## config.mk

```make
export PLATFORM = sky130hd
export DESIGN_NAME = sqrt_minus_one_mod_prime_square_core
export DESIGN_NICKNAME = d
export VERILOG_FILES = /design/src/smom_pkg.sv /design/src/smom_modmul.sv /design/src/smom_divider.sv /design/src/sqrt_minus_one_mod_prime_square_core.sv
export SDC_FILE = /design/constraint.sdc
export NUM_CORES = 2
export LEC_CHECK = 0
export ABC_AREA = 0
export BUFFER_PORTS_ARGS = -buffer_cell sky130_fd_sc_hd__buf_2
export CAP_MARGIN = 5
export CORE_MARGIN = 2
export CORE_UTILIZATION = 58
export CTS_CLUSTER_DIAMETER = 80
export DETAILED_ROUTE_END_ITERATION = 10
export PLACE_DENSITY = 0.85
export SYNTH_ARGS = -nofsm -noshare
export SYNTH_HDL_FRONTEND = slang
export SYNTH_SLANG_ARGS = --single-unit
```

## constraint.sdc

```tcl
create_clock -name i_clk -period 17.7 [get_ports i_clk]
set_input_delay 1.77 -clock i_clk [delete_from_list [all_inputs] [get_ports i_clk]]
set_output_delay 1.77 -clock i_clk [all_outputs]
set_load 0.01 [all_outputs]
```

## src/smom_pkg.sv

```systemverilog
// ---------------------------------------------------------------------------
// smom_pkg
// Shared constants and state encoding for the square-root-of-minus-one core.
// ---------------------------------------------------------------------------
`timescale 1ns / 1ps

package smom_pkg;

    localparam int PRIME_BITS       = 32;
    localparam int NONRESIDUE_TRIES = 512;
    localparam int FIRST_CANDIDATE  = 2;

    localparam int P_W   = 32;
    localparam int W_W   = 64;
    localparam int TRY_W = $clog2(NONRESIDUE_TRIES + 1);
    localparam int Z_W   = $clog2(NONRESIDUE_TRIES + FIRST_CANDIDATE + 1);
    localparam int E_W   = 6;

    typedef enum logic [29:0] {
        S_IDLE   = 30'd1 << 0,
        S_CHK    = 30'd1 << 1,
        S_QS     = 30'd1 << 2,
        S_ZTRY   = 30'd1 << 3,
        S_ZMOD_W = 30'd1 << 4,
        S_POW    = 30'd1 << 5,
        S_PMA_W  = 30'd1 << 6,
        S_PSQ_W  = 30'd1 << 7,
        S_EULER  = 30'd1 << 8,
        S_C      = 30'd1 << 9,
        S_T      = 30'd1 << 10,
        S_R      = 30'd1 << 11,
        S_TS     = 30'd1 << 12,
        S_V_W    = 30'd1 << 13,
        S_V_CHK  = 30'd1 << 14,
        S_B_CHK  = 30'd1 << 15,
        S_B_W    = 30'd1 << 16,
        S_R_W    = 30'd1 << 17,
        S_C_W    = 30'd1 << 18,
        S_T_W    = 30'd1 << 19,
        S_RCHK_W = 30'd1 << 20,
        S_P2_W   = 30'd1 << 21,
        S_RR_W   = 30'd1 << 22,
        S_DIV_W  = 30'd1 << 23,
        S_DIV2_W = 30'd1 << 24,
        S_INV_W  = 30'd1 << 25,
        S_CORR_W = 30'd1 << 26,
        S_CP_W   = 30'd1 << 27,
        S_LIFT   = 30'd1 << 28,
        S_FCHK_W = 30'd1 << 29
    } t_state;

endpackage

```

## src/smom_modmul.sv

```systemverilog
// ---------------------------------------------------------------------------
// smom_modmul
// Bit-serial modular multiplier: a*b mod m, one multiplier bit per double-then-add step pair.
// ---------------------------------------------------------------------------
`timescale 1ns / 1ps

module smom_modmul
    import smom_pkg::*;
(
    input  logic           i_clk,
    input  logic           i_rst_n,
    input  logic           i_go,
    input  logic [W_W-1:0] i_a,
    input  logic [W_W-1:0] i_b,
    input  logic [W_W-1:0] i_m,
    input  logic           i_wide,
    output logic           o_done,
    output logic [W_W-1:0] o_prod
);

    logic [W_W-1:0] r_acc, n_acc;
    logic [W_W-1:0] r_a, n_a;
    logic [W_W-1:0] r_b, n_b;
    logic [W_W-1:0] r_m, n_m;
    logic [E_W-1:0] r_cnt, n_cnt;
    logic           r_ph, n_ph;
    logic           r_busy, n_busy;
    logic           r_done, n_done;
    logic [W_W:0]   w_sum;

    always_comb begin
        n_acc  = r_acc;
        n_a    = r_a;
        n_b    = r_b;
        n_m    = r_m;
        n_cnt  = r_cnt;
        n_ph   = r_ph;
        n_busy = r_busy;
        n_done = 1'b0;
        w_sum  = '0;
        if (i_go) begin
            n_acc  = '0;
            n_a    = i_a;
            n_b    = i_wide ? i_b : {i_b[P_W-1:0], {(W_W-P_W){1'b0}}};
            n_m    = i_m;
            n_cnt  = i_wide ? E_W'(W_W - 1) : E_W'(P_W - 1);
            n_ph   = 1'b0;
            n_busy = 1'b1;
        end else if (r_busy) begin
            if (!r_ph) begin
                w_sum = {r_acc, 1'b0};
                n_acc = (w_sum >= {1'b0, r_m}) ? W_W'(w_sum - {1'b0, r_m}) : W_W'(w_sum);
                n_ph  = 1'b1;
            end else begin
                w_sum = {1'b0, r_acc} + {1'b0, r_a};
                if (r_b[W_W-1]) begin
                    n_acc = (w_sum >= {1'b0, r_m}) ? W_W'(w_sum - {1'b0, r_m})
                                                   : W_W'(w_sum);
                end
                n_b  = {r_b[W_W-2:0], 1'b0};
                n_ph = 1'b0;
                if (r_cnt == '0) begin
                    n_busy = 1'b0;
                    n_done = 1'b1;
                end else begin
                    n_cnt = r_cnt - 1'b1;
                end
            end
        end
    end

    always_ff @(posedge i_clk) begin
        if (!i_rst_n) begin
            r_busy <= 1'b0;
            r_done <= 1'b0;
            r_ph   <= 1'b0;
            r_cnt  <= '0;
        end else begin
            r_busy <= n_busy;
            r_done <= n_done;
            r_ph   <= n_ph;
            r_cnt  <= n_cnt;
        end
        r_acc <= n_acc;
        r_a   <= n_a;
        r_b   <= n_b;
        r_m   <= n_m;
    end

    assign o_done = r_done;
    assign o_prod = r_acc;

endmodule

```

## src/smom_divider.sv

```systemverilog
// ---------------------------------------------------------------------------
// smom_divider
// Restoring divider, 64-bit dividend by 32-bit divisor, one quotient bit a cycle.
// ---------------------------------------------------------------------------
`timescale 1ns / 1ps

module smom_divider
    import smom_pkg::*;
(
    input  logic           i_clk,
    input  logic           i_rst_n,
    input  logic           i_go,
    input  logic [W_W-1:0] i_num,
    input  logic [P_W-1:0] i_den,
    output logic           o_done,
    output logic [W_W-1:0] o_quo,
    output logic [P_W-1:0] o_rem
);

    logic [P_W:0]   r_rem, n_rem;
    logic [W_W-1:0] r_num, n_num;
    logic [P_W-1:0] r_den, n_den;
    logic [E_W-1:0] r_cnt, n_cnt;
    logic           r_busy, n_busy;
    logic           r_done, n_done;
    logic [P_W:0]   w_trial;

    always_comb begin
        n_rem   = r_rem;
        n_num   = r_num;
        n_den   = r_den;
        n_cnt   = r_cnt;
        n_busy  = r_busy;
        n_done  = 1'b0;
        w_trial = {r_rem[P_W-1:0], r_num[W_W-1]};
        if (i_go) begin
            n_rem  = '0;
            n_num  = i_num;
            n_den  = i_den;
            n_cnt  = E_W'(W_W - 1);
            n_busy = 1'b1;
        end else if (r_busy) begin
            if (w_trial >= {1'b0, r_den}) begin
                n_rem = w_trial - {1'b0, r_den};
                n_num = {r_num[W_W-2:0], 1'b1};
            end else begin
                n_rem = w_trial;
                n_num = {r_num[W_W-2:0], 1'b0};
            end
            if (r_cnt == '0) begin
                n_busy = 1'b0;
                n_done = 1'b1;
            end else begin
                n_cnt = r_cnt - 1'b1;
            end
        end
    end

    always_ff @(posedge i_clk) begin
        if (!i_rst_n) begin
            r_busy <= 1'b0;
            r_done <= 1'b0;
            r_cnt  <= '0;
        end else begin
            r_busy <= n_busy;
            r_done <= n_done;
            r_cnt  <= n_cnt;
        end
        r_rem <= n_rem;
        r_num <= n_num;
        r_den <= n_den;
    end

    assign o_done = r_done;
    assign o_quo  = r_num;
    assign o_rem  = r_rem[P_W-1:0];

endmodule

```

## src/sqrt_minus_one_mod_prime_square_core.sv

```systemverilog
// ---------------------------------------------------------------------------
// sqrt_minus_one_mod_prime_square_core
// Square roots of minus one modulo p*p by Tonelli-Shanks and one Hensel step.
// ---------------------------------------------------------------------------
// Latency depends on p. Every multiply, including the final 64-bit check, runs
// on one shared bit-serial multiplier.
// One word is processed at a time; busy stays high until o_valid pulses.
// The receiver cannot stall: o_valid is high for one cycle; the result words hold until the next result.
// Synchronous active-low reset returns the sequencer to idle.
`timescale 1ns / 1ps

module sqrt_minus_one_mod_prime_square_core
    import smom_pkg::*;
(
    input  logic           i_clk,
    input  logic           i_rst_n,
    input  logic           start,
    output logic           busy,
    input  logic [31:0]    i_prime,
    output logic           o_valid,
    output logic [63:0]    o_root_lifted,
    output logic [63:0]    o_root_other,
    output logic           o_ok
);

    t_state r_state, n_state, r_ret, n_ret;

    logic [P_W-1:0]   r_p, n_p;
    logic [P_W-1:0]   r_q, n_q;
    logic [E_W-1:0]   r_s, n_s;
    logic [Z_W-1:0]   r_z, n_z;
    logic [TRY_W-1:0] r_tries, n_tries;
    logic [P_W-1:0]   r_zr, n_zr;
    logic [P_W-1:0]   r_pacc, n_pacc;
    logic [P_W-1:0]   r_pbase, n_pbase;
    logic [P_W-1:0]   r_pexp, n_pexp;
    logic [E_W-1:0]   r_m, n_m;
    logic [E_W-1:0]   r_i, n_i;
    logic [E_W-1:0]   r_k, n_k;
    logic [P_W-1:0]   r_c, n_c;
    logic [P_W-1:0]   r_t, n_t;
    logic [P_W-1:0]   r_r, n_r;
    logic [P_W-1:0]   r_v, n_v;
    logic [P_W-1:0]   r_b, n_b;
    logic [W_W-1:0]   r_p2, n_p2;
    logic [W_W-1:0]   r_w, n_w;
    logic [P_W-1:0]   r_qm, n_qm;
    logic [W_W-1:0]   r_lift, n_lift;

    logic             r_mgo, n_mgo;
    logic [W_W-1:0]   r_ma, n_ma, r_mb, n_mb, r_mm, n_mm;
    logic             r_mwide, n_mwide;
    logic             r_dgo, n_dgo;
    logic [W_W-1:0]   r_dnum, n_dnum;

    logic             r_valid, n_valid;
    logic             r_ok, n_ok;
    logic [W_W-1:0]   r_rl, n_rl, r_ro, n_ro;

    logic             w_mdone, w_ddone;
    logic [W_W-1:0]   w_prod, w_quo;
    logic [P_W-1:0]   w_rem;
    logic [P_W-1:0]   w_pm1;
    logic [P_W-1:0]   w_prod_p;
    logic [E_W:0]     w_kim;

    smom_modmul u_mul (
        .i_clk   (i_clk),
        .i_rst_n (i_rst_n),
        .i_go    (r_mgo),
        .i_a     (r_ma),
        .i_b     (r_mb),
        .i_m     (r_mm),
        .i_wide  (r_mwide),
        .o_done  (w_mdone),
        .o_prod  (w_prod)
    );

    smom_divider u_div (
        .i_clk   (i_clk),
        .i_rst_n (i_rst_n),
        .i_go    (r_dgo),
        .i_num   (r_dnum),
        .i_den   (r_p),
        .o_done  (w_ddone),
        .o_quo   (w_quo),
        .o_rem   (w_rem)
    );

    assign w_pm1    = r_p - 1'b1;
    assign w_prod_p = w_prod[P_W-1:0];
    assign w_kim    = {1'b0, r_k} + {1'b0, r_i} + 1'b1;

    always_comb begin
        n_state = r_state;
        n_ret   = r_ret;
        n_p     = r_p;
        n_q     = r_q;
        n_s     = r_s;
        n_z     = r_z;
        n_tries = r_tries;
        n_zr    = r_zr;
        n_pacc  = r_pacc;
        n_pbase = r_pbase;
        n_pexp  = r_pexp;
        n_m     = r_m;
        n_i     = r_i;
        n_k     = r_k;
        n_c     = r_c;
        n_t     = r_t;
        n_r     = r_r;
        n_v     = r_v;
        n_b     = r_b;
        n_p2    = r_p2;
        n_w     = r_w;
        n_qm    = r_qm;
        n_lift  = r_lift;
        n_mgo   = 1'b0;
        n_ma    = r_ma;
        n_mb    = r_mb;
        n_mm    = {{(W_W-P_W){1'b0}}, r_p};
        n_mwide = 1'b0;
        n_dgo   = 1'b0;
        n_dnum  = r_dnum;
        n_valid = 1'b0;
        n_ok    = r_ok;
        n_rl    = r_rl;
        n_ro    = r_ro;

        unique case (r_state)
            S_IDLE: begin
                if (start) begin
                    n_p     = P_W'(i_prime[PRIME_BITS-1:0]);
                    n_state = S_CHK;
                end
            end
            S_CHK: begin
                if (r_p < P_W'(5) || r_p[1:0] != 2'b01) begin
                    n_valid = 1'b1;
                    n_ok    = 1'b0;
                    n_rl    = '0;
                    n_ro    = '0;
                    n_state = S_IDLE;
                end else begin
                    n_q     = w_pm1;
                    n_s     = '0;
                    n_state = S_QS;
                end
            end
            S_QS: begin
                // Strip the factors of two from p-1, one per cycle.
                if (!r_q[0]) begin
                    n_q = {1'b0, r_q[P_W-1:1]};
                    n_s = r_s + 1'b1;
                end else begin
                    n_z     = Z_W'(FIRST_CANDIDATE);
                    n_tries = '0;
                    n_state = S_ZTRY;
                end
            end
            S_ZTRY: begin
                if (r_tries == TRY_W'(NONRESIDUE_TRIES)) begin
                    n_valid = 1'b1;
                    n_ok    = 1'b0;
                    n_rl    = '0;
                    n_ro    = '0;
                    n_state = S_IDLE;
                end else begin
                    n_dgo   = 1'b1;
                    n_dnum  = W_W'(r_z);
                    n_state = S_ZMOD_W;
                end
            end
            S_ZMOD_W: begin
                if (w_ddone) begin
                    n_zr    = w_rem;
                    n_pacc  = P_W'(1);
                    n_pbase = w_rem;
                    n_pexp  = {1'b0, w_pm1[P_W-1:1]};
                    n_ret   = S_EULER;
                    n_state = S_POW;
                end
            end
            S_POW: begin
                // Right-to-left square and multiply; returns to r_ret.
                if (r_pexp == '0) begin
                    n_state = r_ret;
                end else if (r_pexp[0]) begin
                    n_mgo   = 1'b1;
                    n_ma    = W_W'(r_pacc);
                    n_mb    = W_W'(r_pbase);
                    n_state = S_PMA_W;
                end else begin
                    n_mgo   = 1'b1;
                    n_ma    = W_W'(r_pbase);
                    n_mb    = W_W'(r_pbase);
                    n_state = S_PSQ_W;
                end
            end
            S_PMA_W: begin
                if (w_mdone) begin
                    n_pacc  = w_prod_p;
                    n_mgo   = 1'b1;
                    n_ma    = W_W'(r_pbase);
                    n_mb    = W_W'(r_pbase);
                    n_state = S_PSQ_W;
                end
            end
            S_PSQ_W: begin
                if (w_mdone) begin
                    n_pbase = w_prod_p;
                    n_pexp  = {1'b0, r_pexp[P_W-1:1]};
                    n_state = S_POW;
                end
            end
            S_EULER: begin
                if (r_pacc == w_pm1) begin
                    n_m     = r_s;
                    n_pacc  = P_W'(1);
                    n_pbase = r_zr;
                    n_pexp  = r_q;
                    n_ret   = S_C;
                    n_state = S_POW;
                end else begin
                    n_z     = r_z + 1'b1;
                    n_tries = r_tries + 1'b1;
                    n_state = S_ZTRY;
                end
            end
            S_C: begin
                n_c     = r_pacc;
                n_pacc  = P_W'(1);
                n_pbase = w_pm1;
                n_pexp  = r_q;
                n_ret   = S_T;
                n_state = S_POW;
            end
            S_T: begin
                n_t     = r_pacc;
                n_pacc  = P_W'(1);
                n_pbase = w_pm1;
                n_pexp  = P_W'(({1'b0, r_q} + 1'b1) >> 1);
                n_ret   = S_R;
                n_state = S_POW;
            end
            S_R: begin
                n_r     = r_pacc;
                n_state = S_TS;
            end
            S_TS: begin
                if (r_t == P_W'(1)) begin
                    n_mgo   = 1'b1;
                    n_ma    = W_W'(r_r);
                    n_mb    = W_W'(r_r);
                    n_state = S_RCHK_W;
                end else begin
                    n_i     = E_W'(1);
                    n_mgo   = 1'b1;
                    n_ma    = W_W'(r_t);
                    n_mb    = W_W'(r_t);
                    n_state = S_V_W;
                end
            end
            S_V_W: begin
                if (w_mdone) begin
                    n_v     = w_prod_p;
                    n_state = S_V_CHK;
                end
            end
            S_V_CHK: begin
                if (r_v != P_W'(1) && r_i < r_m) begin
                    n_i     = r_i + 1'b1;
                    n_mgo   = 1'b1;
                    n_ma    = W_W'(r_v);
                    n_mb    = W_W'(r_v);
                    n_state = S_V_W;
                end else if (r_i >= r_m) begin
                    n_valid = 1'b1;
                    n_ok    = 1'b0;
                    n_rl    = '0;
                    n_ro    = '0;
                    n_state = S_IDLE;
                end else begin
                    n_b     = r_c;
                    n_k     = '0;
                    n_state = S_B_CHK;
                end
            end
            S_B_CHK: begin
                if (w_kim < {1'b0, r_m}) begin
                    n_k     = r_k + 1'b1;
                    n_mgo   = 1'b1;
                    n_ma    = W_W'(r_b);
                    n_mb    = W_W'(r_b);
                    n_state = S_B_W;
                end else begin
                    n_mgo   = 1'b1;
                    n_ma    = W_W'(r_r);
                    n_mb    = W_W'(r_b);
                    n_state = S_R_W;
                end
            end
            S_B_W: begin
                if (w_mdone) begin
                    n_b     = w_prod_p;
                    n_state = S_B_CHK;
                end
            end
            S_R_W: begin
                if (w_mdone) begin
                    n_r     = w_prod_p;
                    n_mgo   = 1'b1;
                    n_ma    = W_W'(r_b);
                    n_mb    = W_W'(r_b);
                    n_state = S_C_W;
                end
            end
            S_C_W: begin
                if (w_mdone) begin
                    n_c     = w_prod_p;
                    n_mgo   = 1'b1;
                    n_ma    = W_W'(r_t);
                    n_mb    = w_prod;
                    n_state = S_T_W;
                end
            end
            S_T_W: begin
                if (w_mdone) begin
                    n_t     = w_prod_p;
                    n_m     = r_i;
                    n_state = S_TS;
                end
            end
            S_RCHK_W: begin
                if (w_mdone) begin
                    if (w_prod_p != w_pm1) begin
                        n_valid = 1'b1;
                        n_ok    = 1'b0;
                        n_rl    = '0;
                        n_ro    = '0;
                        n_state = S_IDLE;
                    end else begin
                        // p*p is below 2^64-1, so this modulus gives the plain product.
                        n_mgo   = 1'b1;
                        n_ma    = W_W'(r_p);
                        n_mb    = W_W'(r_p);
                        n_mm    = '1;
                        n_state = S_P2_W;
                    end
                end
            end
            S_P2_W: begin
                if (w_mdone) begin
                    n_p2    = w_prod;
                    n_mgo   = 1'b1;
                    n_ma    = W_W'(r_r);
                    n_mb    = W_W'(r_r);
                    n_mm    = w_prod;
                    n_state = S_RR_W;
                end
            end
            S_RR_W: begin
                if (w_mdone) begin
                    n_dgo   = 1'b1;
                    n_dnum  = w_prod + 1'b1;
                    n_state = S_DIV_W;
                end
            end
            S_DIV_W: begin
                if (w_ddone) begin
                    n_dgo   = 1'b1;
                    n_dnum  = w_quo;
                    n_state = S_DIV2_W;
                end
            end
            S_DIV2_W: begin
                if (w_ddone) begin
                    // Since r*r = -1, the inverse of 2r is (p-r)*(p+1)/2 mod p.
                    n_qm    = w_rem;
                    n_mgo   = 1'b1;
                    n_ma    = W_W'(r_p - r_r);
                    n_mb    = W_W'(({1'b0, r_p} + 1'b1) >> 1);
                    n_state = S_INV_W;
                end
            end
            S_INV_W: begin
                if (w_mdone) begin
                    n_mgo   = 1'b1;
                    n_ma    = W_W'(r_qm);
                    n_mb    = w_prod;
                    n_state = S_CORR_W;
                end
            end
            S_CORR_W: begin
                if (w_mdone) begin
                    n_mgo   = 1'b1;
                    n_ma    = w_prod;
                    n_mb    = W_W'(r_p);
                    n_mm    = '1;
                    n_state = S_CP_W;
                end
            end
            S_CP_W: begin
                if (w_mdone) begin
                    n_w     = w_prod;
                    n_state = S_LIFT;
                end
            end
            S_LIFT: begin
                if (W_W'(r_r) >= r_w) begin
                    n_lift = W_W'(r_r) - r_w;
                end else begin
                    n_lift = W_W'(r_r) + (r_p2 - r_w);
                end
                n_mgo   = 1'b1;
                n_ma    = n_lift;
                n_mb    = n_lift;
                n_mm    = r_p2;
                n_mwide = 1'b1;
                n_state = S_FCHK_W;
            end
            S_FCHK_W: begin
                if (w_mdone) begin
                    n_valid = 1'b1;
                    n_state = S_IDLE;
                    if (w_prod == r_p2 - 1'b1) begin
                        n_ok = 1'b1;
                        n_rl = r_lift;
                        n_ro = r_p2 - r_lift;
                    end else begin
                        n_ok = 1'b0;
                        n_rl = '0;
                        n_ro = '0;
                    end
                end
            end
            default: begin
                n_state = S_IDLE;
            end
        endcase
    end

    always_ff @(posedge i_clk) begin
        if (!i_rst_n) begin
            r_state <= S_IDLE;
            r_ret   <= S_IDLE;
            r_mgo   <= 1'b0;
            r_dgo   <= 1'b0;
            r_valid <= 1'b0;
        end else begin
            r_state <= n_state;
            r_ret   <= n_ret;
            r_mgo   <= n_mgo;
            r_dgo   <= n_dgo;
            r_valid <= n_valid;
        end
        r_p     <= n_p;
        r_q     <= n_q;
        r_s     <= n_s;
        r_z     <= n_z;
        r_tries <= n_tries;
        r_zr    <= n_zr;
        r_pacc  <= n_pacc;
        r_pbase <= n_pbase;
        r_pexp  <= n_pexp;
        r_m     <= n_m;
        r_i     <= n_i;
        r_k     <= n_k;
        r_c     <= n_c;
        r_t     <= n_t;
        r_r     <= n_r;
        r_v     <= n_v;
        r_b     <= n_b;
        r_p2    <= n_p2;
        r_w     <= n_w;
        r_qm    <= n_qm;
        r_lift  <= n_lift;
        r_ma    <= n_ma;
        r_mb    <= n_mb;
        r_mm    <= n_mm;
        r_mwide <= n_mwide;
        r_dnum  <= n_dnum;
        r_ok    <= n_ok;
        r_rl    <= n_rl;
        r_ro    <= n_ro;
    end

    assign busy          = (r_state != S_IDLE);
    assign o_valid       = r_valid;
    assign o_ok          = r_ok;
    assign o_root_lifted = r_rl;
    assign o_root_other  = r_ro;

endmodule
```

==> impl_metrics.yaml <==
run_status:
  outcome: "complete, but fails checks"
  violations: "DRC"
power:
  seq_power_share: 0.401
  leakagePower_nw: 40.18
  switching_share: 0.3160
  pwr-share-clk: 0.369
  pwr-share-comb: 0.230
  switching_power_w: 0.003031
  p_int_w: 0.006562
  p_per_area_nw_per_um2: 94.32
  vdd_drop_max_v: 0.0001138
logic_synthesis:
  syn-num-nets: 10091
  synth_area_per_cell_um2: 9.746
  yosys.cell_types.count: 99
  synth_ff_type: "edfxtp_1"
  syn_area_um2: 92940
  synth_edf_count: 1229
  async_reset_ff_frac: 0
  synth_warnings: 0
  syn_inst: 9536
  ys_seq_area_frac: 0.4436
  yosys_register_bits: 1445
worst_hold_path:
  hp-class: "reg -> reg"
drt:
  drt_pass1_iterations: 11
  via_per_inst: 7.032
  drc_errors: 14
  drt-wirelength-per-cell_um: 31.70
  ant_nets: 0
  drtIter0Drc: 12589
  finalWirelength_mm: 371.6
  vias: 82445
placed_design:
  place_inst: 11410
  gp_congestion: 1.092
  dp_hpwl_mm: 270.7
  io_buffers: 165
die:
  fp.dieH_um: 404.3
  rows: 146
  io_pins: 166
  start_util: 0.5855
  core_area_um2: 158700
  die_w_um: 404.3
  die_area_um2: 163500
timing:
  post-route-min-period_ns: 8.432
  final-max-slew-violation-count: 0
  rsz0062_at_grt: "false"
  fmax_ghz: 0.1186
  clock-skew-final_ns: 0.04143
  fin_tns_setup_ns: 0
  relSlewSlack: 0.04846
  hold_viol_final: 0
  setup_viol: 0
  period_share: 0.4764
  worstMarginPinSlew_ns: 1.409
layout:
  instances_no_fill: 11725
  multi_input_area_um2: 47760
  final.fill_count: 12649
  syn_to_final_growth_pct: 9.437
  final_common_cell: "edfxtp_1"
  drive_gt1_frac: 0.1006
  final_cell_mix: "edfxtp_1, nand2_1, a21oi_1"
  nets: 10057
  regArea_um2: 41240
clock_tree:
  cts_hold_buf: 0
  cts_resized: 0
  cts.sinks: 1445
  clockBufferDepth: 3
  cts_tree: "yes"
  cts_setup_buffers: 0
  cts.clk_slew.worst_paths_ns: 0.06
  cts_root_buf: "clkbuf_16"
  clk_latency_ns: 0.86
  cts_max_level: 4
  cts_buffers: 159
critical_path:
  cp.arrival_ns: 9.13
  cp_max_fo: 50
  worstPathRequired_ns: 18.40
  critPathKind: "reg -> reg"
  startpoint_type: "flop"
  crit_path_end_kind: "flop"
global_route:
  grt_pass1_wl_mm: 531.5
  grt_usage: 0.4437
  antenna_found_initial: 30
  grt_pass1_vias: 78413
  globalRouteOverflowTotal: 0
  grt_max_degree: 130
job:
  drv_cap: 0
-- logic make-up after synthesis --
logic type,count (synthesis),share of synthesized area
buffers and inverters,1110,0.04527
flip-flops,1445,0.4436
XOR/XNOR,701,0.06785
AO/OA/AOI/OAI,2706,0.1935
adder cells (fa/ha/maj),520,0.07323
AND/OR/NAND/NOR,2782,0.1448
multiplexers,272,0.03172
-- layout make-up --
cell class                 count  share of cell area
antenna                       15           0.0003690
sequential                  1445              0.4055
timing repair buffer         414             0.02657
clock buffer                 218             0.04414
tap                         2072             0.02549
clock inverter                79            0.009853
multi-input combinational   6981              0.4696
inverter                     501             0.01854
-- Yosys cell counts (48+ instances only) --
cell type | count | area [µm²]
a31oi_1 | 83 | 519.3
a22o_1 | 71 | 621.9
o21a_1 | 56 | 420.4
nor3_1 | 148 | 740.7
a21o_1 | 293 | 2200
nand3_1 | 225 | 1126
clkbuf_1 | 534 | 2004
nor2b_1 | 63 | 394.1
nand2_1 | 823 | 3089
a221oi_1 | 90 | 788.3
inv_1 | 497 | 1866
and2_1 | 205 | 1282
xor2_1 | 276 | 2417
a222oi_1 | 116 | 1161
dfxtp_1 | 216 | 4324
a21oi_1 | 762 | 3814
ha_1 | 480 | 6006
a21boi_0 | 49 | 367.9
o21ai_0 | 516 | 2582
edfxtp_1 | 1229 | 36910
nand4_1 | 145 | 907.1
o21bai_1 | 81 | 608.1
and3_1 | 108 | 675.7
mux2i_1 | 101 | 1011
o211ai_1 | 83 | 623.1
nor2_1 | 695 | 2609
xnor2_1 | 413 | 3617
nand2b_1 | 75 | 469.2
nor4_1 | 105 | 656.9
mux2_2 | 170 | 1914
buf_1 | 48 | 180.2
a211oi_1 | 117 | 878.3
-- final timing paths --
path / to / cells after the start / start / slack (ns)
min reg2reg: u_mul.r_m[29] / 0 / r_mm[29] / 0.40
max: u_mul.o_prod[43] / 23 / u_mul.o_prod[20] / 9.27
min: u_mul.r_m[29] / 0 / r_mm[29] / 0.40
max reg2reg: u_mul.o_prod[43] / 23 / u_mul.o_prod[20] / 9.27
-- worst max-delay path: stages, from the launching register on --
cell      delay (ns)
dfxtp_1         0.31
buf_4           0.42
ha_1            0.34
nand4_1         0.24
nor4_1          0.53
nand4b_1        0.27
a31oi_1         0.73
a31oi_1         0.37
o31ai_1         0.73
a21oi_1         0.20
o21ai_0         0.25
xnor2_1         0.17
ha_1            0.45
nand2_1         0.13
nor2_1          0.30
nand4_1         0.12
or4_1           0.63
o221a_2         0.31
o221ai_4        0.13
buf_4           0.38
buf_4           0.56
mux2_2          0.40
o211ai_1        0.15
o31ai_1         0.09
-- through the flow --
| step | utilization | total power (W) | setup slack (ns) | instance area (µm²) | hold slack, ns |
|---|---|---|---|---|---|
| final | 0.6407 | 0.009594 | 9.268 | 101700 | 0.4045 |
| after global routing | 0.6405 | 0.009825 | 9.003 | 101700 | 0.3952 |
| after CTS | 0.6402 | 0.009498 | 9.589 | 101600 | 0.3932 |
| after detailed placement | 0.6056 | 0.006008 | 9.608 | 96140 | 0.3887 |
| after global placement | 0.6056 | 0.005992 | 9.733 | 96140 | 0.3867 |
| after floorplan | - | 0.005296 | 1.284 | 92940 | 0.3855 |
-- state kept, by name, indices dropped and copies added, names as in the netlist, 64 cells and up --
| signal | count |
|---|---|
| o_root_lifted | 64 |
| o_root_other | 64 |
| r_dnum | 64 |
| r_lift | 64 |
| r_ma | 64 |
| r_mb | 64 |
| r_mm | 64 |
| r_p2 | 64 |
| r_w | 64 |
| u_div.o_quo | 64 |
| u_mul.o_prod | 64 |
| u_mul.r_a | 64 |
| u_mul.r_b | 64 |
| u_mul.r_m | 64 |
-- layer usage --
metal | part of all wire | global-route usage
met2 | 0.43 | 0.6638
met4 | 0.095 | 0.3459
met3 | 0.13 | 0.1307
met5 | 0.00065 | 0.004758
met1 | 0.35 | 0.5368
-- power groups by stage --
stage	Sequential, W	Clock (W)	Combinational (W)
after floorplan	0.00392	0	0.00137
after global placement	0.00391	0	0.00208
after detailed placement	0.00391	0	0.00210
after CTS	0.00384	0.00355	0.00211
after global routing	0.00385	0.00366	0.00232
final	0.00384	0.00354	0.00221
(Power assumes the default switching activity.)
